==> src/design/at_command_modem_interpreter_assert.svh <==
// Assertion macros used by the interpreter executor (atcmi_exec).
`ifndef AT_COMMAND_MODEM_INTERPRETER_ASSERT_SVH
`define AT_COMMAND_MODEM_INTERPRETER_ASSERT_SVH

// Same-cycle implication, sampled on clk, off during reset.
`define ATCMI_ASSERT_NOW(name, pre, post) \
  name: assert property (@(posedge clk) disable iff (!rst_n) (pre) |-> (post)) \
    else $error("atcmi check failed");

// Next-cycle implication, sampled on clk, off during reset.
`define ATCMI_ASSERT_NEXT(name, pre, post) \
  name: assert property (@(posedge clk) disable iff (!rst_n) (pre) |=> (post)) \
    else $error("atcmi check failed");

`endif

==> src/design/atcmi_pkg.sv <==
package atcmi_pkg;

  localparam int unsigned LINE_DEPTH_DEF = 32;
  localparam int unsigned TIME_BITS_DEF  = 32;
  localparam int unsigned DIAL_MAX       = 32;
  localparam int unsigned MSG_MAX        = 18;
  localparam logic [15:0] GUARD_RESET    = 16'd1000;

  localparam logic [7:0] CH_BS    = 8'h08;
  localparam logic [7:0] CH_DEL   = 8'h7f;
  localparam logic [7:0] CH_TILDE = 8'h7e;
  localparam logic [7:0] CH_CR    = 8'h0d;
  localparam logic [7:0] CH_SP    = 8'h20;
  localparam logic [7:0] CH_PLUS  = 8'h2b;
  localparam logic [7:0] CH_MINUS = 8'h2d;

  typedef enum logic [1:0] {
    ACT_HOST  = 2'd0,
    ACT_NET   = 2'd1,
    ACT_CLOSE = 2'd2,
    ACT_CALL  = 2'd3
  } act_t;

  typedef enum logic [2:0] {
    KIND_HOST   = 3'd0,
    KIND_NET    = 3'd1,
    KIND_DIAL   = 3'd2,
    KIND_HANGUP = 3'd3,
    KIND_LON    = 3'd4,
    KIND_LOFF   = 3'd5
  } kind_t;

  typedef enum logic [3:0] {
    MSG_NONE    = 4'd0,
    MSG_EMPTY   = 4'd1,
    MSG_OK      = 4'd2,
    MSG_ERROR   = 4'd3,
    MSG_AA_ON   = 4'd4,
    MSG_AA_OFF  = 4'd5,
    MSG_CONNECT = 4'd6,
    MSG_BUSY    = 4'd7,
    MSG_NODT    = 4'd8,
    MSG_NOCAR   = 4'd9
  } msg_t;

  typedef struct packed {
    act_t        act;
    logic [7:0]  data;
    logic [31:0] now_ms;
    logic        write_ok;
    logic [1:0]  outcome;
    logic        listen_ok;
    logic        is_bs;
    logic        is_cr;
  } job_t;

  typedef struct packed {
    kind_t      kind;
    logic [7:0] byte_out;
    logic       last;
    logic       carrier;
    logic       ready_res;
    logic       in_escape;
  } res_t;

  function automatic logic [7:0] to_lower(logic [7:0] c);
    return (c >= "A" && c <= "Z") ? c + 8'd32 : c;
  endfunction

  function automatic logic [4:0] msg_len(msg_t id);
    logic [4:0] n;
    case (id)
      MSG_EMPTY:   n = 5'd2;
      MSG_OK:      n = 5'd6;
      MSG_ERROR:   n = 5'd9;
      MSG_AA_ON:   n = 5'd17;
      MSG_AA_OFF:  n = 5'd18;
      MSG_CONNECT: n = 5'd11;
      MSG_BUSY:    n = 5'd8;
      MSG_NODT:    n = 5'd15;
      MSG_NOCAR:   n = 5'd14;
      default:     n = 5'd0;
    endcase
    return n;
  endfunction

  function automatic logic [7:0] msg_char(msg_t id, logic [4:0] idx);
    logic [8*MSG_MAX-1:0] s;
    logic [4:0]           sh;
    case (id)
      MSG_EMPTY:   s = "\r\n";
      MSG_OK:      s = "\r\nOK\r\n";
      MSG_ERROR:   s = "\r\nERROR\r\n";
      MSG_AA_ON:   s = "\r\nAUTOANSWER ON\r\n";
      MSG_AA_OFF:  s = "\r\nAUTOANSWER OFF\r\n";
      MSG_CONNECT: s = "\r\nCONNECT\r\n";
      MSG_BUSY:    s = "\r\nBUSY\r\n";
      MSG_NODT:    s = "\r\nNO DIALTONE\r\n";
      MSG_NOCAR:   s = "\r\nNO CARRIER\r\n";
      default:     s = '0;
    endcase
    sh = msg_len(id) - 5'd1 - idx;
    return s[{sh, 3'b000} +: 8];
  endfunction

endpackage

==> src/design/atcmi_front.sv <==
module atcmi_front (
  input  logic             clk,
  input  logic             rst_n,
  input  logic             push,
  output logic             full,
  input  logic [1:0]       in_action,
  input  logic [7:0]       in_data,
  input  logic [31:0]      in_now_ms,
  input  logic             in_write_ok,
  input  logic [1:0]       in_dial_outcome,
  input  logic             in_listen_ok,
  output logic             job_valid,
  output atcmi_pkg::job_t  job,
  input  logic             job_take
);
  import atcmi_pkg::*;

  job_t       q_r [2];
  logic       wp_r, wp_nxt;
  logic       rp_r, rp_nxt;
  logic [1:0] cnt_r, cnt_nxt;
  logic       wr_en;
  job_t       wr_job;

  assign full      = (cnt_r == 2'd2);
  assign job_valid = (cnt_r != 2'd0);
  assign job       = q_r[rp_r];
  assign wr_en     = push && !full;

  always_comb begin
    wr_job.act       = act_t'(in_action);
    wr_job.data      = in_data;
    wr_job.now_ms    = in_now_ms;
    wr_job.write_ok  = in_write_ok;
    wr_job.outcome   = in_dial_outcome;
    wr_job.listen_ok = in_listen_ok;
    wr_job.is_bs     = (in_data == CH_BS) || (in_data == CH_DEL) || (in_data == CH_TILDE);
    wr_job.is_cr     = (in_data == CH_CR);
  end

  always_comb begin
    wp_nxt  = wp_r ^ wr_en;
    rp_nxt  = rp_r ^ (job_take && job_valid);
    cnt_nxt = cnt_r + {1'b0, wr_en} - {1'b0, job_take && job_valid};
  end

  always_ff @(posedge clk) begin
    if (!rst_n) begin
      wp_r  <= 1'b0;
      rp_r  <= 1'b0;
      cnt_r <= 2'd0;
    end else begin
      wp_r  <= wp_nxt;
      rp_r  <= rp_nxt;
      cnt_r <= cnt_nxt;
    end
  end

  always_ff @(posedge clk) begin
    if (wr_en) begin
      q_r[wp_r] <= wr_job;
    end
  end

endmodule

==> src/design/atcmi_outq.sv <==
module atcmi_outq (
  input  logic             clk,
  input  logic             rst_n,
  input  logic             oq_push,
  input  atcmi_pkg::res_t  oq_data,
  output logic             oq_full,
  output logic             empty,
  input  logic             pop,
  output atcmi_pkg::res_t  head
);
  import atcmi_pkg::*;

  res_t       q_r [2];
  logic       wp_r, rp_r;
  logic [1:0] cnt_r;
  logic       wr_en, rd_en;

  assign oq_full = (cnt_r == 2'd2);
  assign empty   = (cnt_r == 2'd0);
  assign head    = q_r[rp_r];
  assign wr_en   = oq_push && !oq_full;
  assign rd_en   = pop && !empty;

  always_ff @(posedge clk) begin
    if (!rst_n) begin
      wp_r  <= 1'b0;
      rp_r  <= 1'b0;
      cnt_r <= 2'd0;
    end else begin
      wp_r  <= wp_r ^ wr_en;
      rp_r  <= rp_r ^ rd_en;
      cnt_r <= cnt_r + {1'b0, wr_en} - {1'b0, rd_en};
    end
  end

  always_ff @(posedge clk) begin
    if (wr_en) begin
      q_r[wp_r] <= oq_data;
    end
  end

endmodule

==> src/design/atcmi_exec.sv <==
`include "at_command_modem_interpreter_assert.svh"
module atcmi_exec #(
  parameter int unsigned LINE_DEPTH = atcmi_pkg::LINE_DEPTH_DEF,
  parameter int unsigned TIME_BITS  = atcmi_pkg::TIME_BITS_DEF
) (
  input  logic             clk,
  input  logic             rst_n,
  input  logic             cfg_we,
  input  logic [15:0]      cfg_wdata,
  input  logic             job_valid,
  input  atcmi_pkg::job_t  job,
  output logic             job_take,
  output logic             oq_push,
  output atcmi_pkg::res_t  oq_data,
  input  logic             oq_full
);
  import atcmi_pkg::*;

  localparam int unsigned AW = $clog2(LINE_DEPTH);

  localparam logic [2:0] POS_BYTE = 3'd0;
  localparam logic [2:0] POS_CTRL = 3'd1;
  localparam logic [2:0] POS_DIAL = 3'd2;
  localparam logic [2:0] POS_MSG  = 3'd3;
  localparam logic [2:0] POS_POST = 3'd4;

  localparam logic [1:0] VP_LEAD = 2'd0;
  localparam logic [1:0] VP_DIG  = 2'd1;
  localparam logic [1:0] VP_DONE = 2'd2;

  typedef enum logic [8:0] {
    ST_IDLE   = 9'b000000001,
    ST_SCAN   = 9'b000000010,
    ST_DECIDE = 9'b000000100,
    ST_BYTE   = 9'b000001000,
    ST_CTRL   = 9'b000010000,
    ST_DREQ   = 9'b000100000,
    ST_DOUT   = 9'b001000000,
    ST_MSG    = 9'b010000000,
    ST_POST   = 9'b100000000
  } state_t;

  function automatic state_t seg_from(logic [2:0] pos, logic pb, logic pc, logic dnz,
                                      logic pm, logic pp);
    state_t s;
    s = ST_IDLE;
    if (pos <= POS_POST && pp) s = ST_POST;
    if (pos <= POS_MSG && pm) s = ST_MSG;
    if (pos <= POS_DIAL && dnz) s = ST_DREQ;
    if (pos <= POS_CTRL && pc) s = ST_CTRL;
    if (pos == POS_BYTE && pb) s = ST_BYTE;
    return s;
  endfunction

  function automatic logic [AW-1:0] wrap_add(logic [AW-1:0] a, logic [AW-1:0] b);
    logic [AW:0] s;
    s = {1'b0, a} + {1'b0, b};
    if (s >= (AW+1)'(LINE_DEPTH)) s = s - (AW+1)'(LINE_DEPTH);
    return s[AW-1:0];
  endfunction

  state_t               state_r, state_nxt;
  logic [AW-1:0]        head_r, head_nxt;
  logic [AW-1:0]        count_r, count_nxt;
  logic                 online_r, online_nxt;
  logic                 ans_r, ans_nxt;
  logic                 esc_r, esc_nxt;
  logic [7:0]           rb_r [4];
  logic [7:0]           rb_nxt [4];
  logic [TIME_BITS-1:0] rt_r [4];
  logic [TIME_BITS-1:0] rt_nxt [4];
  logic [15:0]          guard_r, guard_nxt;
  logic [AW-1:0]        rd_idx_r, rd_idx_nxt;
  logic                 pend_v_r, pend_v_nxt;
  logic [AW-1:0]        pend_idx_r, pend_idx_nxt;
  logic                 stop_r, stop_nxt;
  logic [5:0]           k_r, k_nxt;

  logic [AW-1:0]        n_r, n_nxt;
  logic [AW-1:0]        neff_r, neff_nxt;
  logic [7:0]           pfx_r [5];
  logic [7:0]           pfx_nxt [5];
  logic [1:0]           vp_st_r, vp_st_nxt;
  logic                 vp_pos_r, vp_pos_nxt;
  logic                 df_found_r, df_found_nxt;
  logic [AW-1:0]        df_r, df_nxt;
  logic [AW-1:0]        dl_r, dl_nxt;
  logic [1:0]           jout_r, jout_nxt;
  logic                 jlok_r, jlok_nxt;
  logic                 pb_v_r, pb_v_nxt;
  kind_t                pb_kind_r, pb_kind_nxt;
  logic [7:0]           pb_byte_r, pb_byte_nxt;
  logic                 pc_v_r, pc_v_nxt;
  kind_t                pc_kind_r, pc_kind_nxt;
  logic [5:0]           dcnt_r, dcnt_nxt;
  msg_t                 msg_r, msg_nxt;
  logic                 post_r, post_nxt;

  logic [7:0]           line_mem [LINE_DEPTH];
  logic [7:0]           rd_data_r;
  logic                 mem_we, mem_re;
  logic [AW-1:0]        mem_waddr, mem_raddr;
  logic [7:0]           mem_wdata;

  logic [TIME_BITS-1:0] t_new, tdiff;
  logic [AW-1:0]        cnt_app;
  logic [7:0]           c, lc;
  logic                 ws, dig, incl;
  logic                 at_pre, is_at, is_ata, is_ato, is_ath0, is_ath1, is_s0q;
  logic                 pre_z, pre_f, pre_d, pre_s0eq, tp, dempty;
  logic [AW-1:0]        dstart, ddiff;
  logic [AW:0]          dcntf;
  logic                 lastd, lastm;

  always_comb begin
    state_nxt    = state_r;
    head_nxt     = head_r;
    count_nxt    = count_r;
    online_nxt   = online_r;
    ans_nxt      = ans_r;
    esc_nxt      = esc_r;
    rb_nxt       = rb_r;
    rt_nxt       = rt_r;
    guard_nxt    = cfg_we ? cfg_wdata : guard_r;
    rd_idx_nxt   = rd_idx_r;
    pend_v_nxt   = pend_v_r;
    pend_idx_nxt = pend_idx_r;
    stop_nxt     = stop_r;
    k_nxt        = k_r;
    n_nxt        = n_r;
    neff_nxt     = neff_r;
    pfx_nxt      = pfx_r;
    vp_st_nxt    = vp_st_r;
    vp_pos_nxt   = vp_pos_r;
    df_found_nxt = df_found_r;
    df_nxt       = df_r;
    dl_nxt       = dl_r;
    jout_nxt     = jout_r;
    jlok_nxt     = jlok_r;
    pb_v_nxt     = pb_v_r;
    pb_kind_nxt  = pb_kind_r;
    pb_byte_nxt  = pb_byte_r;
    pc_v_nxt     = pc_v_r;
    pc_kind_nxt  = pc_kind_r;
    dcnt_nxt     = dcnt_r;
    msg_nxt      = msg_r;
    post_nxt     = post_r;
    job_take     = 1'b0;
    mem_we       = 1'b0;
    mem_waddr    = wrap_add(head_r, count_r);
    mem_wdata    = job.data;
    mem_re       = 1'b0;
    mem_raddr    = wrap_add(head_r, rd_idx_r);
    oq_push      = 1'b0;
    oq_data.kind      = KIND_HOST;
    oq_data.byte_out  = 8'd0;
    oq_data.last      = 1'b0;
    oq_data.carrier   = online_r;
    oq_data.ready_res = online_r || ans_r;
    oq_data.in_escape = esc_r;
    t_new   = TIME_BITS'(job.now_ms);
    tdiff   = t_new - rt_r[1];
    cnt_app = (count_r == AW'(LINE_DEPTH - 1)) ? count_r : count_r + AW'(1);
    c       = rd_data_r;
    lc      = to_lower(rd_data_r);
    ws      = (c == CH_SP) || (c >= 8'd9 && c <= 8'd13);
    dig     = (c >= "0") && (c <= "9");
    incl    = (pend_idx_r > AW'(3)) ||
              (pend_idx_r == AW'(3) && !(lc == "t" || lc == "p"));
    at_pre   = (pfx_r[0] == "a") && (pfx_r[1] == "t");
    is_at    = (neff_r == AW'(2)) && at_pre;
    is_ata   = (neff_r == AW'(3)) && at_pre && (pfx_r[2] == "a");
    is_ato   = (neff_r == AW'(3)) && at_pre && (pfx_r[2] == "o");
    is_ath0  = (neff_r == AW'(4)) && at_pre && (pfx_r[2] == "h") && (pfx_r[3] == "0");
    is_ath1  = (neff_r == AW'(4)) && at_pre && (pfx_r[2] == "h") && (pfx_r[3] == "1");
    pre_z    = (neff_r >= AW'(3)) && at_pre && (pfx_r[2] == "z");
    pre_d    = (neff_r >= AW'(3)) && at_pre && (pfx_r[2] == "d");
    pre_f    = (neff_r >= AW'(4)) && at_pre && (pfx_r[2] == "&") && (pfx_r[3] == "f");
    pre_s0eq = (neff_r >= AW'(5)) && at_pre && (pfx_r[2] == "s") && (pfx_r[3] == "0") &&
               (pfx_r[4] == "=");
    is_s0q   = (neff_r == AW'(5)) && at_pre && (pfx_r[2] == "s") && (pfx_r[3] == "0") &&
               (pfx_r[4] == "?");
    tp       = (neff_r > AW'(3)) && (pfx_r[3] == "t" || pfx_r[3] == "p");
    dstart   = tp ? AW'(4) : AW'(3);
    dempty   = (neff_r <= dstart);
    ddiff    = dl_r - df_r;
    dcntf    = {1'b0, ddiff} + (AW+1)'(1);
    lastd    = (k_r == dcnt_r - 6'd1);
    lastm    = (k_r == {1'b0, msg_len(msg_r) - 5'd1});

    case (state_r)
      ST_IDLE: begin
        if (job_valid) begin
          job_take = 1'b1;
          pb_v_nxt = 1'b0;
          pc_v_nxt = 1'b0;
          dcnt_nxt = 6'd0;
          msg_nxt  = MSG_NONE;
          post_nxt = 1'b0;
          k_nxt    = 6'd0;
          pb_byte_nxt = job.data;
          case (job.act)
            ACT_HOST: begin
              if (online_r && !esc_r) begin
                pb_v_nxt    = 1'b1;
                pb_kind_nxt = KIND_NET;
                if (!job.write_ok) begin
                  online_nxt  = 1'b0;
                  esc_nxt     = 1'b0;
                  pc_v_nxt    = 1'b1;
                  pc_kind_nxt = KIND_HANGUP;
                  msg_nxt     = MSG_NOCAR;
                end
                rb_nxt[0] = rb_r[1];
                rb_nxt[1] = rb_r[2];
                rb_nxt[2] = rb_r[3];
                rb_nxt[3] = job.data;
                rt_nxt[0] = rt_r[1];
                rt_nxt[1] = rt_r[2];
                rt_nxt[2] = rt_r[3];
                rt_nxt[3] = t_new;
                if (rb_r[2] == CH_PLUS && rb_r[3] == CH_PLUS && job.data == CH_PLUS &&
                    tdiff > TIME_BITS'(guard_r)) begin
                  esc_nxt = 1'b1;
                end
              end else begin
                mem_we = 1'b1;
                if (count_r == AW'(LINE_DEPTH - 1)) begin
                  head_nxt = wrap_add(head_r, AW'(1));
                end
                if (job.is_bs) begin
                  count_nxt = (cnt_app >= AW'(2)) ? cnt_app - AW'(2) : '0;
                end else if (job.is_cr) begin
                  count_nxt    = '0;
                  n_nxt        = cnt_app - AW'(1);
                  neff_nxt     = cnt_app - AW'(1);
                  rd_idx_nxt   = '0;
                  pend_v_nxt   = 1'b0;
                  stop_nxt     = 1'b0;
                  vp_st_nxt    = VP_LEAD;
                  vp_pos_nxt   = 1'b0;
                  df_found_nxt = 1'b0;
                  jout_nxt     = job.outcome;
                  jlok_nxt     = job.listen_ok;
                end else begin
                  count_nxt   = cnt_app;
                  pb_v_nxt    = 1'b1;
                  pb_kind_nxt = KIND_HOST;
                end
              end
            end
            ACT_NET: begin
              if (online_r && !esc_r) begin
                pb_v_nxt    = 1'b1;
                pb_kind_nxt = KIND_HOST;
              end
            end
            ACT_CLOSE: begin
              if (online_r && !esc_r) begin
                online_nxt  = 1'b0;
                esc_nxt     = 1'b0;
                pc_v_nxt    = 1'b1;
                pc_kind_nxt = KIND_HANGUP;
                msg_nxt     = MSG_NOCAR;
              end
            end
            ACT_CALL: begin
              if (!online_r && ans_r) begin
                online_nxt = 1'b1;
                msg_nxt    = MSG_CONNECT;
              end
            end
            default: ;
          endcase
          if (job.act == ACT_HOST && !(online_r && !esc_r) && job.is_cr) begin
            state_nxt = ST_SCAN;
          end else begin
            state_nxt = seg_from(POS_BYTE, pb_v_nxt, pc_v_nxt, 1'b0, msg_nxt != MSG_NONE,
                                 1'b0);
          end
        end
      end

      ST_SCAN: begin
        if (pend_v_r && !stop_r) begin
          if (c == 8'd0) begin
            stop_nxt = 1'b1;
            neff_nxt = pend_idx_r;
          end else begin
            if (pend_idx_r < AW'(5)) begin
              pfx_nxt[pend_idx_r[2:0]] = lc;
            end else begin
              case (vp_st_r)
                VP_LEAD: begin
                  if (ws) begin
                    vp_st_nxt = VP_LEAD;
                  end else if (c == CH_PLUS) begin
                    vp_st_nxt = VP_DIG;
                  end else if (dig && c != "0") begin
                    vp_st_nxt  = VP_DONE;
                    vp_pos_nxt = 1'b1;
                  end else if (dig) begin
                    vp_st_nxt = VP_DIG;
                  end else begin
                    vp_st_nxt = VP_DONE;
                  end
                end
                VP_DIG: begin
                  if (dig && c != "0") begin
                    vp_st_nxt  = VP_DONE;
                    vp_pos_nxt = 1'b1;
                  end else if (!dig) begin
                    vp_st_nxt = VP_DONE;
                  end
                end
                default: ;
              endcase
            end
            if (incl && c != CH_SP) begin
              if (!df_found_r) begin
                df_found_nxt = 1'b1;
                df_nxt       = pend_idx_r;
              end
              dl_nxt = pend_idx_r;
            end
          end
        end
        if (rd_idx_r < n_r && !stop_r) begin
          mem_re       = 1'b1;
          pend_v_nxt   = 1'b1;
          pend_idx_nxt = rd_idx_r;
          rd_idx_nxt   = rd_idx_r + AW'(1);
        end else begin
          pend_v_nxt = 1'b0;
        end
        if ((!pend_v_r || stop_r) && (rd_idx_r >= n_r || stop_r)) begin
          state_nxt = ST_DECIDE;
        end
      end

      ST_DECIDE: begin
        if (esc_r) begin
          if (neff_r == '0) begin
            msg_nxt = MSG_EMPTY;
          end else if (is_ata || is_ato || is_ath1) begin
            esc_nxt = 1'b0;
          end else if (is_ath0 || pre_z) begin
            online_nxt  = 1'b0;
            esc_nxt     = 1'b0;
            pc_v_nxt    = 1'b1;
            pc_kind_nxt = KIND_HANGUP;
            msg_nxt     = MSG_OK;
          end else begin
            msg_nxt = MSG_ERROR;
          end
        end else if (neff_r == '0) begin
          msg_nxt = MSG_EMPTY;
        end else if (is_at) begin
          msg_nxt = MSG_OK;
        end else if (is_ata || (pre_s0eq && vp_pos_r)) begin
          if (!ans_r && jlok_r) begin
            ans_nxt     = 1'b1;
            pc_v_nxt    = 1'b1;
            pc_kind_nxt = KIND_LON;
          end
          msg_nxt = (ans_r || jlok_r) ? MSG_AA_ON : MSG_ERROR;
        end else if (pre_s0eq) begin
          if (ans_r) begin
            ans_nxt     = 1'b0;
            pc_v_nxt    = 1'b1;
            pc_kind_nxt = KIND_LOFF;
          end
          msg_nxt = MSG_AA_OFF;
        end else if (is_s0q) begin
          msg_nxt = ans_r ? MSG_AA_ON : MSG_AA_OFF;
        end else if (is_ath0) begin
          online_nxt  = 1'b0;
          esc_nxt     = 1'b0;
          pc_v_nxt    = 1'b1;
          pc_kind_nxt = KIND_HANGUP;
          msg_nxt     = MSG_OK;
        end else if (is_ath1 || pre_z || pre_f) begin
          msg_nxt = MSG_OK;
        end else if (pre_d) begin
          if (dempty) begin
            msg_nxt = MSG_ERROR;
          end else begin
            if (!df_found_r) begin
              dcnt_nxt = 6'd0;
            end else if (int'(dcntf) > DIAL_MAX) begin
              dcnt_nxt = 6'(DIAL_MAX);
            end else begin
              dcnt_nxt = 6'(dcntf);
            end
            if (jout_r == 2'd0) begin
              online_nxt = 1'b1;
              msg_nxt    = MSG_CONNECT;
            end else begin
              online_nxt = 1'b0;
              esc_nxt    = 1'b0;
              post_nxt   = 1'b1;
              msg_nxt    = (jout_r == 2'd1) ? MSG_BUSY : MSG_NODT;
            end
          end
        end else begin
          msg_nxt = MSG_ERROR;
        end
        state_nxt = seg_from(POS_BYTE, 1'b0, pc_v_nxt, dcnt_nxt != 6'd0,
                             msg_nxt != MSG_NONE, post_nxt);
      end

      ST_BYTE: begin
        oq_push          = !oq_full;
        oq_data.kind     = pb_kind_r;
        oq_data.byte_out = pb_byte_r;
        oq_data.last     = seg_from(POS_CTRL, pb_v_r, pc_v_r, dcnt_r != 6'd0,
                                    msg_r != MSG_NONE, post_r) == ST_IDLE;
        if (!oq_full) begin
          state_nxt = seg_from(POS_CTRL, pb_v_r, pc_v_r, dcnt_r != 6'd0,
                               msg_r != MSG_NONE, post_r);
        end
      end

      ST_CTRL: begin
        oq_push      = !oq_full;
        oq_data.kind = pc_kind_r;
        oq_data.last = seg_from(POS_DIAL, pb_v_r, pc_v_r, dcnt_r != 6'd0,
                                msg_r != MSG_NONE, post_r) == ST_IDLE;
        if (!oq_full) begin
          state_nxt = seg_from(POS_DIAL, pb_v_r, pc_v_r, dcnt_r != 6'd0,
                               msg_r != MSG_NONE, post_r);
        end
      end

      ST_DREQ: begin
        mem_re    = 1'b1;
        mem_raddr = wrap_add(head_r, df_r + AW'(k_r));
        state_nxt = ST_DOUT;
      end

      ST_DOUT: begin
        oq_push          = !oq_full;
        oq_data.kind     = KIND_DIAL;
        oq_data.byte_out = rd_data_r;
        oq_data.last     = lastd && (seg_from(POS_MSG, pb_v_r, pc_v_r, dcnt_r != 6'd0,
                                              msg_r != MSG_NONE, post_r) == ST_IDLE);
        if (!oq_full) begin
          if (lastd) begin
            k_nxt     = 6'd0;
            state_nxt = seg_from(POS_MSG, pb_v_r, pc_v_r, dcnt_r != 6'd0,
                                 msg_r != MSG_NONE, post_r);
          end else begin
            k_nxt     = k_r + 6'd1;
            state_nxt = ST_DREQ;
          end
        end
      end

      ST_MSG: begin
        oq_push          = !oq_full;
        oq_data.kind     = KIND_HOST;
        oq_data.byte_out = msg_char(msg_r, k_r[4:0]);
        oq_data.last     = lastm && !post_r;
        if (!oq_full) begin
          if (lastm) begin
            k_nxt     = 6'd0;
            state_nxt = post_r ? ST_POST : ST_IDLE;
          end else begin
            k_nxt = k_r + 6'd1;
          end
        end
      end

      ST_POST: begin
        oq_push      = !oq_full;
        oq_data.kind = KIND_HANGUP;
        oq_data.last = 1'b1;
        if (!oq_full) begin
          state_nxt = ST_IDLE;
        end
      end

      default: state_nxt = ST_IDLE;
    endcase
  end

  always_ff @(posedge clk) begin
    if (!rst_n) begin
      state_r  <= ST_IDLE;
      head_r   <= '0;
      count_r  <= '0;
      online_r <= 1'b0;
      ans_r    <= 1'b0;
      esc_r    <= 1'b0;
      rb_r     <= '{default: '0};
      rt_r     <= '{default: '0};
      guard_r  <= GUARD_RESET;
      rd_idx_r <= '0;
      pend_v_r <= 1'b0;
      stop_r   <= 1'b0;
      k_r      <= 6'd0;
    end else begin
      state_r  <= state_nxt;
      head_r   <= head_nxt;
      count_r  <= count_nxt;
      online_r <= online_nxt;
      ans_r    <= ans_nxt;
      esc_r    <= esc_nxt;
      rb_r     <= rb_nxt;
      rt_r     <= rt_nxt;
      guard_r  <= guard_nxt;
      rd_idx_r <= rd_idx_nxt;
      pend_v_r <= pend_v_nxt;
      stop_r   <= stop_nxt;
      k_r      <= k_nxt;
    end
  end

  always_ff @(posedge clk) begin
    pend_idx_r <= pend_idx_nxt;
    n_r        <= n_nxt;
    neff_r     <= neff_nxt;
    pfx_r      <= pfx_nxt;
    vp_st_r    <= vp_st_nxt;
    vp_pos_r   <= vp_pos_nxt;
    df_found_r <= df_found_nxt;
    df_r       <= df_nxt;
    dl_r       <= dl_nxt;
    jout_r     <= jout_nxt;
    jlok_r     <= jlok_nxt;
    pb_v_r     <= pb_v_nxt;
    pb_kind_r  <= pb_kind_nxt;
    pb_byte_r  <= pb_byte_nxt;
    pc_v_r     <= pc_v_nxt;
    pc_kind_r  <= pc_kind_nxt;
    dcnt_r     <= dcnt_nxt;
    msg_r      <= msg_nxt;
    post_r     <= post_nxt;
  end

  always_ff @(posedge clk) begin
    if (mem_we) begin
      line_mem[mem_waddr] <= mem_wdata;
    end
    if (mem_re) begin
      rd_data_r <= line_mem[mem_raddr];
    end
  end

  `ATCMI_ASSERT_NOW(a_push_room, oq_push, !oq_full)
  `ATCMI_ASSERT_NEXT(a_last_idle, oq_push && oq_data.last, state_r == ST_IDLE)
  `ATCMI_ASSERT_NOW(a_dout_after_dreq, state_r == ST_DOUT,
                    $past(state_r) == ST_DREQ || $past(state_r) == ST_DOUT)

endmodule

==> src/design/at_command_modem_interpreter.sv <==
// Channel   Handshake          Payload
// input     push / full        in_action, in_data, in_now_ms, in_write_ok,
//                              in_dial_outcome, in_listen_ok
// result    empty / pop        out_kind, out_byte_out, out_last, out_carrier,
//                              out_ready_res, out_in_escape
// config    cfg_we             cfg_wdata (guard time, ms)
//
// Results of a request are pushed one at a time while the result queue has room;
// each dial byte is first read from the line memory (ST_DREQ), then pushed (ST_DOUT),
// as there is one line memory read port. A carriage return first scans the stored
// line, one entry per cycle, and decides the command before the first result.
// Reset is synchronous, active low; it clears the queues and modem state.
// A full result queue stalls the executor; the two-entry front queue keeps taking
// requests until it fills.
module at_command_modem_interpreter #(
  parameter int unsigned LINE_DEPTH = atcmi_pkg::LINE_DEPTH_DEF,
  parameter int unsigned TIME_BITS  = atcmi_pkg::TIME_BITS_DEF
) (
  input  logic        clk,
  input  logic        rst_n,
  input  logic        push,
  output logic        full,
  input  logic [1:0]  in_action,
  input  logic [7:0]  in_data,
  input  logic [31:0] in_now_ms,
  input  logic        in_write_ok,
  input  logic [1:0]  in_dial_outcome,
  input  logic        in_listen_ok,
  output logic        empty,
  input  logic        pop,
  output logic [2:0]  out_kind,
  output logic [7:0]  out_byte_out,
  output logic        out_last,
  output logic        out_carrier,
  output logic        out_ready_res,
  output logic        out_in_escape,
  input  logic        cfg_we,
  input  logic [15:0] cfg_wdata
);
  import atcmi_pkg::*;

  logic job_valid, job_take;
  job_t job;
  logic oq_push, oq_full;
  res_t oq_data;
  res_t head;

  atcmi_front u_front (
    .clk             (clk),
    .rst_n           (rst_n),
    .push            (push),
    .full            (full),
    .in_action       (in_action),
    .in_data         (in_data),
    .in_now_ms       (in_now_ms),
    .in_write_ok     (in_write_ok),
    .in_dial_outcome (in_dial_outcome),
    .in_listen_ok    (in_listen_ok),
    .job_valid       (job_valid),
    .job             (job),
    .job_take        (job_take)
  );

  atcmi_exec #(
    .LINE_DEPTH (LINE_DEPTH),
    .TIME_BITS  (TIME_BITS)
  ) u_exec (
    .clk       (clk),
    .rst_n     (rst_n),
    .cfg_we    (cfg_we),
    .cfg_wdata (cfg_wdata),
    .job_valid (job_valid),
    .job       (job),
    .job_take  (job_take),
    .oq_push   (oq_push),
    .oq_data   (oq_data),
    .oq_full   (oq_full)
  );

  atcmi_outq u_outq (
    .clk     (clk),
    .rst_n   (rst_n),
    .oq_push (oq_push),
    .oq_data (oq_data),
    .oq_full (oq_full),
    .empty   (empty),
    .pop     (pop),
    .head    (head)
  );

  assign out_kind      = head.kind;
  assign out_byte_out  = head.byte_out;
  assign out_last      = head.last;
  assign out_carrier   = head.carrier;
  assign out_ready_res = head.ready_res;
  assign out_in_escape = head.in_escape;

endmodule
==> config.mk <==
export PLATFORM = sky130hd
export DESIGN_NAME = at_command_modem_interpreter
export DESIGN_NICKNAME = d
export VERILOG_FILES = /design/src/design/atcmi_pkg.sv /design/src/design/atcmi_front.sv /design/src/design/atcmi_outq.sv /design/src/design/atcmi_exec.sv /design/src/design/at_command_modem_interpreter.sv
export VERILOG_INCLUDE_DIRS = /design/src /design/src/design
export SDC_FILE = /design/constraint.sdc
export NUM_CORES = 1
export LEC_CHECK = 0
export BUFFER_PORTS_ARGS = -buffer_cell sky130_fd_sc_hd__buf_2
export CAP_MARGIN = 10
export CORE_UTILIZATION = 35
export DETAILED_ROUTE_END_ITERATION = 10
export RECOVER_POWER = 50
export SYNTH_ARGS = -nofsm -noshare
export SYNTH_HDL_FRONTEND = slang
export SYNTH_HIERARCHICAL = 1
export SYNTH_SLANG_ARGS = --single-unit
==> constraint.sdc <==
create_clock -name clk -period 5.9 [get_ports clk]
set_clock_uncertainty 0.2 [all_clocks]
set_input_delay 1.18 -clock clk [delete_from_list [all_inputs] [get_ports clk]]
set_output_delay 1.18 -clock clk [all_outputs]
set_load 0.01 [all_outputs]
==> results of run 1 <==
## how the worst min path moves through the flow
stage               startpoint               to  depth (start not counted)
6_report       u_exec/rt_r[40]  u_exec/rt_r[40]                          2
5_1_grt        u_exec/rt_r[19]  u_exec/rt_r[19]                          2
4_1_cts         u_exec/rt_r[8]  u_exec/rt_r[40]                          2
3_5_place_dp   u_exec/rt_r[37]  u_exec/rt_r[69]                          2
3_3_place_gp   u_exec/rt_r[27]  u_exec/rt_r[59]                          2
2_1_floorplan   u_exec/rb_r[8]   u_exec/rb_r[8]                          2
## cell type report
| type | count | area, sq um |
|---|---|---|
| Clock inverter | 29 | 218 |
| Fill cell | 8974 | 57300 |
| Clock buffer | 113 | 2230 |
| Multi-Input combinational cell | 1781 | 13200 |
| Inverter | 143 | 537 |
| Timing Repair Buffer | 109 | 569 |
| Sequential cell | 718 | 19200 |
| Tap cell | 1265 | 1580 |
## Yosys cell counts, drive strengths merged, types with 42 or more instances
library cell,count
a21boi,127
a21oi,121
clkbuf,101
dfxtp,232
edfxtp,486
ha,108
inv,141
mux2,86
mux2i,45
mux4,79
nand2,381
nand3,49
nor2,151
nor2b,42
o21ai,83
xnor2,48
## routing by layer
layer  vias up  GRT usage (%)  share of wire [%]
li1      10300              -                  -
met1     10500           22.9                 48
met5         -              0                  0
met4         0           5.05                2.4
met2       494           24.5                 44
met3       117           2.56                5.3
## worst min-delay path: stages, from the launching register on
cell	delay, ps
dfxtp_1	300
nand2_1	50
a21boi_0	60
## metrics by stage
stage / utilization, % / cells / setup slack (ps)
2_1_floorplan: - / 2773 / 1360
3_3_place_gp: 37.1 / 4016 / 1000
3_5_place_dp: 37.1 / 4016 / 761
4_1_cts: 39.7 / 4158 / 729
5_1_grt: 39.6 / 4158 / 272
6_report: 39.6 / 4158 / 737
## registers in the layout (all words and copies together) (netlist names), 3 cells and up, named ones only
signal and count:
u_exec/line_mem 256, u_exec/rt_r 96, u_front/q_r 96, u_exec/pfx_r 40
u_outq/q_r 30, u_exec/guard_r 16, u_exec/rb_r 16, u_exec/state_r 9
u_exec/c 8, u_exec/pb_byte_r 8, u_exec/dcnt_r 6, u_exec/k_r 6
u_exec/count_r 5, u_exec/df_r 5, u_exec/dl_r 5, u_exec/head_r 5
u_exec/n_r 5, u_exec/neff_r 5, u_exec/pend_idx_r 5, u_exec/rd_idx_r 5
u_exec/msg_r 4, u_exec/pc_kind_r 3
## report_power, final
part / switching (mW) / total, mW / internal, mW
Combinational: 2.43 / 3.90 / 1.47
Sequential: 0.220 / 6.21 / 5.99
Clock: 1.96 / 4.68 / 2.71
Total: 4.61 / 14.8 / 10.2
## logic make-up (layout without fill, tap and decap cells)
logic type      Yosys count  in the layout  synth area share (%)
xor+xnor                 71             71                  1.94
compound gates          547            547                  11.1
buf+inv                 274            394                  3.30
fa+ha+maj               114            114                  4.39
mux                     210            210                  9.66
simple gates            839            839                  12.1
flops                   718            718                  57.4
==> flow_summary.ini, run 1 <==
[synth]
synth.cell_area_sq_um = 33500
syn_nets = 2954
synth_edf_count = 486
yosysWarnings = 6
ys_top_cells_by_area = edfxtp_1 44%, dfxtp_1 14%, mux4_2 5.3%, nand2_1 4.3%, ha_1 4.0%
syn_area_per_cell_sq_um = 12.1
yosysUniqueCellTypes = 104
yosys.area.top_type = edfxtp_1
synth_top_area_share_pct = 43.6
synth_ff_type = edfxtp_1
ys_ff_latch = 718
synthCells = 2773
async_reset_ff_share_pct = 0
ys_seq_area_share_pct = 57.4

[run_status]
status = finished, violations left
violations = max-capacitance violations, max-slew violations

[clock_network]
cts-resized-gates = 0
hold_buffers = 0
clk_path_buf_depth = 3
tritoncts.num_buffers = 79
path_clk_slew_ps = 60
postCtsSetupRepairBufs = 0
cts_tree = yes
worstSkewPairLatency_ps = 640
root_buffer = clkbuf_16
ctsHtreeMaxLevel = 3
clock_sinks = 718

[routing]
routed_wl_um = 77500
post-route-drc-count = 0
viasPerCell = 5.15
wire_per_inst_um = 18.6
first_pass_iters = 7
vias = 21400
drtAntennaViolNets = 0
drt_iter0_drc = 1630

[worst_setup_path]
cp.depth = 19
worst-path-buf-inv = 2
rrSetupSlack_ps = 740
required_ps = 6200
cp_slowest_cell = a211oi_1
crit_path_cell_trace = mux2_2 > inv_1 > ha_1 > inv_1 > fa_1 > a21o_1 > a221o_1 > a211oi_1 > or2_2 > xnor2_1 > ha_1 > a21oi_1 > a21boi_0 > o41ai_1 > a21oi_1 > nor4b_1 > nand4_1 > nor4_1 > o31ai_1
arrival_ps = 5460
crit_type = register to register
ff2ff_path_depth = 19
endpoint = u_exec/esc_r
worstReg2RegEnd = u_exec/esc_r
cp_max_fo = 8
cp_slowest_stage_delay_ps = 460
crit_path_start_kind = register
cp_top_family = compound AO/OA/AOI/OAI gates
end_kind = register

[grt]
grt_pass1_wl_um = 122000
grt_max_degree = 81
antenna_found_initial = 2
gr-usage-all-layers_pct = 15.9
grt_pass1_vias = 21200
overflow = 0

[sta]
setup_viol = 0
fin_hold_ws_ps = 261
tns_ps = 0
max_freq_mhz = 194
finalMaxSlewViolations = 182
hold_viol = 0
period_share_pct = 87.5
rsz0062_at_grt = false
worst_pin_slew_ps = 2800
slew_headroom_pct = -86.4
min_period_ps = 5160

[placement]
placedInstanceArea_sq_um = 35200
dp_hpwl_um = 52500
io_buffers = 83
gp_congestion = 0.885

[final_layout]
layout.nets = 3013
layout_common_cells = 486 x edfxtp_1, 381 x nand2_1, 231 x dfxtp_1
syn_to_final_growth_pct = 12.1
final_common_cell = edfxtp_1
antenna_cells = 0
drive_above_1_share_pct = 12.6
design_area_sq_um = 37600

[power_and_ir_drop]
p_leak_nw = 13.0
p_per_area_nw_per_um2 = 394
irDropWorstVdd_mv = 0.179
total_power_mw = 14.8

[floorplanning]
die_x_um = 311
core_area_sq_um = 94900
rows = 113
io_pins = 84
die_h_um = 311
die_area_sq_um = 96900
initial_core_util_pct = 35.3

[run]
cap_viol_max_count = 4

[hold_path]
hold_path_class = register to register
(Power assumes the default switching activity.)
==> run 2, diff against run 1 <==
--- a/config.mk
+++ b/config.mk
@@ -8,9 +8,11 @@
 export LEC_CHECK = 0
 export BUFFER_PORTS_ARGS = -buffer_cell sky130_fd_sc_hd__buf_2
 export CAP_MARGIN = 10
-export CORE_UTILIZATION = 35
+export CORE_UTILIZATION = 60
 export DETAILED_ROUTE_END_ITERATION = 10
+export PLACE_DENSITY = 0.77
 export RECOVER_POWER = 50
+export SLEW_MARGIN = 25
 export SYNTH_ARGS = -nofsm -noshare
 export SYNTH_HDL_FRONTEND = slang
 export SYNTH_HIERARCHICAL = 1
==> flow_summary.ini, run 2 (same netlist as run 1, synthesis figures left out) <==
[grt]
overflow = 0
grt_pass1_vias = 21400
grt_pass1_wl_um = 118000
grt_max_degree = 113
gr-usage-all-layers_pct = 26.8
antenna_found_initial = 0

[routing]
wire_per_inst_um = 20.8
viasPerCell = 6.12
drt_iter0_drc = 1894
drtAntennaViolNets = 0
vias = 22200
first_pass_iters = 8
routed_wl_um = 75700
post-route-drc-count = 0

[final_layout]
antenna_cells = 0
drive_above_1_share_pct = 13.1
top_register = u_exec/line_mem
layout.nets = 3008
reg_top3 = u_exec/line_mem x256, u_exec/rt_r x96, u_front/q_r x96
final_common_cell = edfxtp_1
design_area_sq_um = 37000
syn_to_final_growth_pct = 10.3
instances_no_fill = 3636
layout_common_cells = 486 x edfxtp_1, 381 x nand2_1, 232 x dfxtp_1
nFillCells = 4082
largest_reg_flops = 256

[hold_path]
min_path_cells = 2
hp-start = u_exec/rt_r[5]
hold-path-endpoint = u_exec/rt_r[37]
hold_path_class = register to register

[clock_network]
tritoncts.num_buffers = 74
clk_path_buf_depth = 3
hold_buffers = 0
root_buffer = clkbuf_16
cts_tree = yes
postCtsSetupRepairBufs = 0
clock_sinks = 718
worstSkewPairLatency_ps = 630
path_clk_slew_ps = 60
cts-resized-gates = 0
ctsHtreeMaxLevel = 3

[worst_setup_path]
ff2ff_path_depth = 18
end_kind = register
cp_max_fo = 41
required_ps = 6190
worstReg2RegEnd = u_exec/esc_r
crit_path_start_kind = register
rrSetupSlack_ps = 620
arrival_ps = 5570
crit_type = register to register

[floorplanning]
initial_core_util_pct = 60.8
die_area_sq_um = 56800
rows = 86
core_area_sq_um = 55100
die_x_um = 238
io_pins = 84
die_h_um = 238

[sta]
setup_viol = 0
tns_ps = 0
rsz0062_at_grt = false
min_period_ps = 5280
slew_headroom_pct = -143
period_share_pct = 89.5
finalMaxSlewViolations = 198
max_freq_mhz = 189
hold_viol = 0
worst_pin_slew_ps = 3650
fin_hold_ws_ps = 261

[power_and_ir_drop]
irDropWorstVdd_mv = 0.308
total_power_mw = 14.8
p_per_area_nw_per_um2 = 400
p_leak_nw = 13.0

[run_status]
status = finished, violations left
violations = max-capacitance violations, max-slew violations

[placement]
io_buffers = 83
dpl.cell_count = 3499
gp_congestion = 0.932
dp_hpwl_um = 51300
placedInstanceArea_sq_um = 34600

[run]
cap_viol_max_count = 3
-- run 2: cell types whose count changed in the layout (fill, tap and decap cells not counted), sizes merged --
cell / before / now
bufinv: 2 / 5
clkbuf: 156 / 145
inv: 144 / 147
-- run 2: worst max path at each step --
stage / end / slack, ps / cells after the start
floorplan: u_exec/esc_r / 1360 / 21
global placement: u_exec/esc_r / 980 / 16
detailed placement: u_exec/esc_r / 840 / 18
CTS: u_exec/esc_r / 810 / 19
global route: u_exec/esc_r / 200 / 18
finish: u_exec/esc_r / 620 / 18
-- run 2: layer usage --
metal  part of all wire (%)  GRT usage (%)  wire [um]  vias up
li1                       -              -          -    10300
met1                     43           37.4      32800    10900
met2                     47           43.0      35800      827
met3                    6.6           4.42       4980      149
met4                    2.8           8.61       2120        0
met5                      0              0          0        -
-- run 2: where the power goes --
group / switching, mW / leakage, nW / internal, mW
Combinational: 2.43 / 5.62 / 1.48
Sequential: 0.227 / 6.23 / 5.99
Clock: 1.97 / 1.20 / 2.68
Total: 4.62 / 13.0 / 10.2
-- run 2: final cells by class --
| class | count | area (sq um) | area share, % |
|---|---|---|---|
| clock inverters | 35 | 380 | 1.03 |
| multi-input cells | 1781 | 13200 | 35.8 |
| clock buffers | 102 | 2040 | 5.53 |
| flip-flops and latches | 718 | 19200 | 52.1 |
| inverters | 143 | 537 | 1.45 |
| well taps | 748 | 936 | 2.53 |
| repair buffers | 109 | 597 | 1.62 |
-- run 2: worst max-delay path, cell delays in order (launching register included) --
cell and delay, ps:
dfxtp_1 560, buf_4 570, mux2_2 420, ha_1 410
a21o_1 260, a31oi_1 290, o21ai_0 140, a21oi_1 190
xnor2_1 160, ha_1 280, nand4_1 120, or2_2 140
a21oi_1 40, o41ai_1 250, a21oi_1 190, nor4b_1 320
nand4_1 150, nor4_1 340, o31ai_1 120
-- run 2: through the flow --
stage | utilization, % | setup slack (ps)
final | 67.1 | 621
after global routing | 67.1 | 198
after CTS | 67.2 | 813
after detailed placement | 62.8 | 836
after global placement | 62.8 | 981
after floorplan | - | 1360
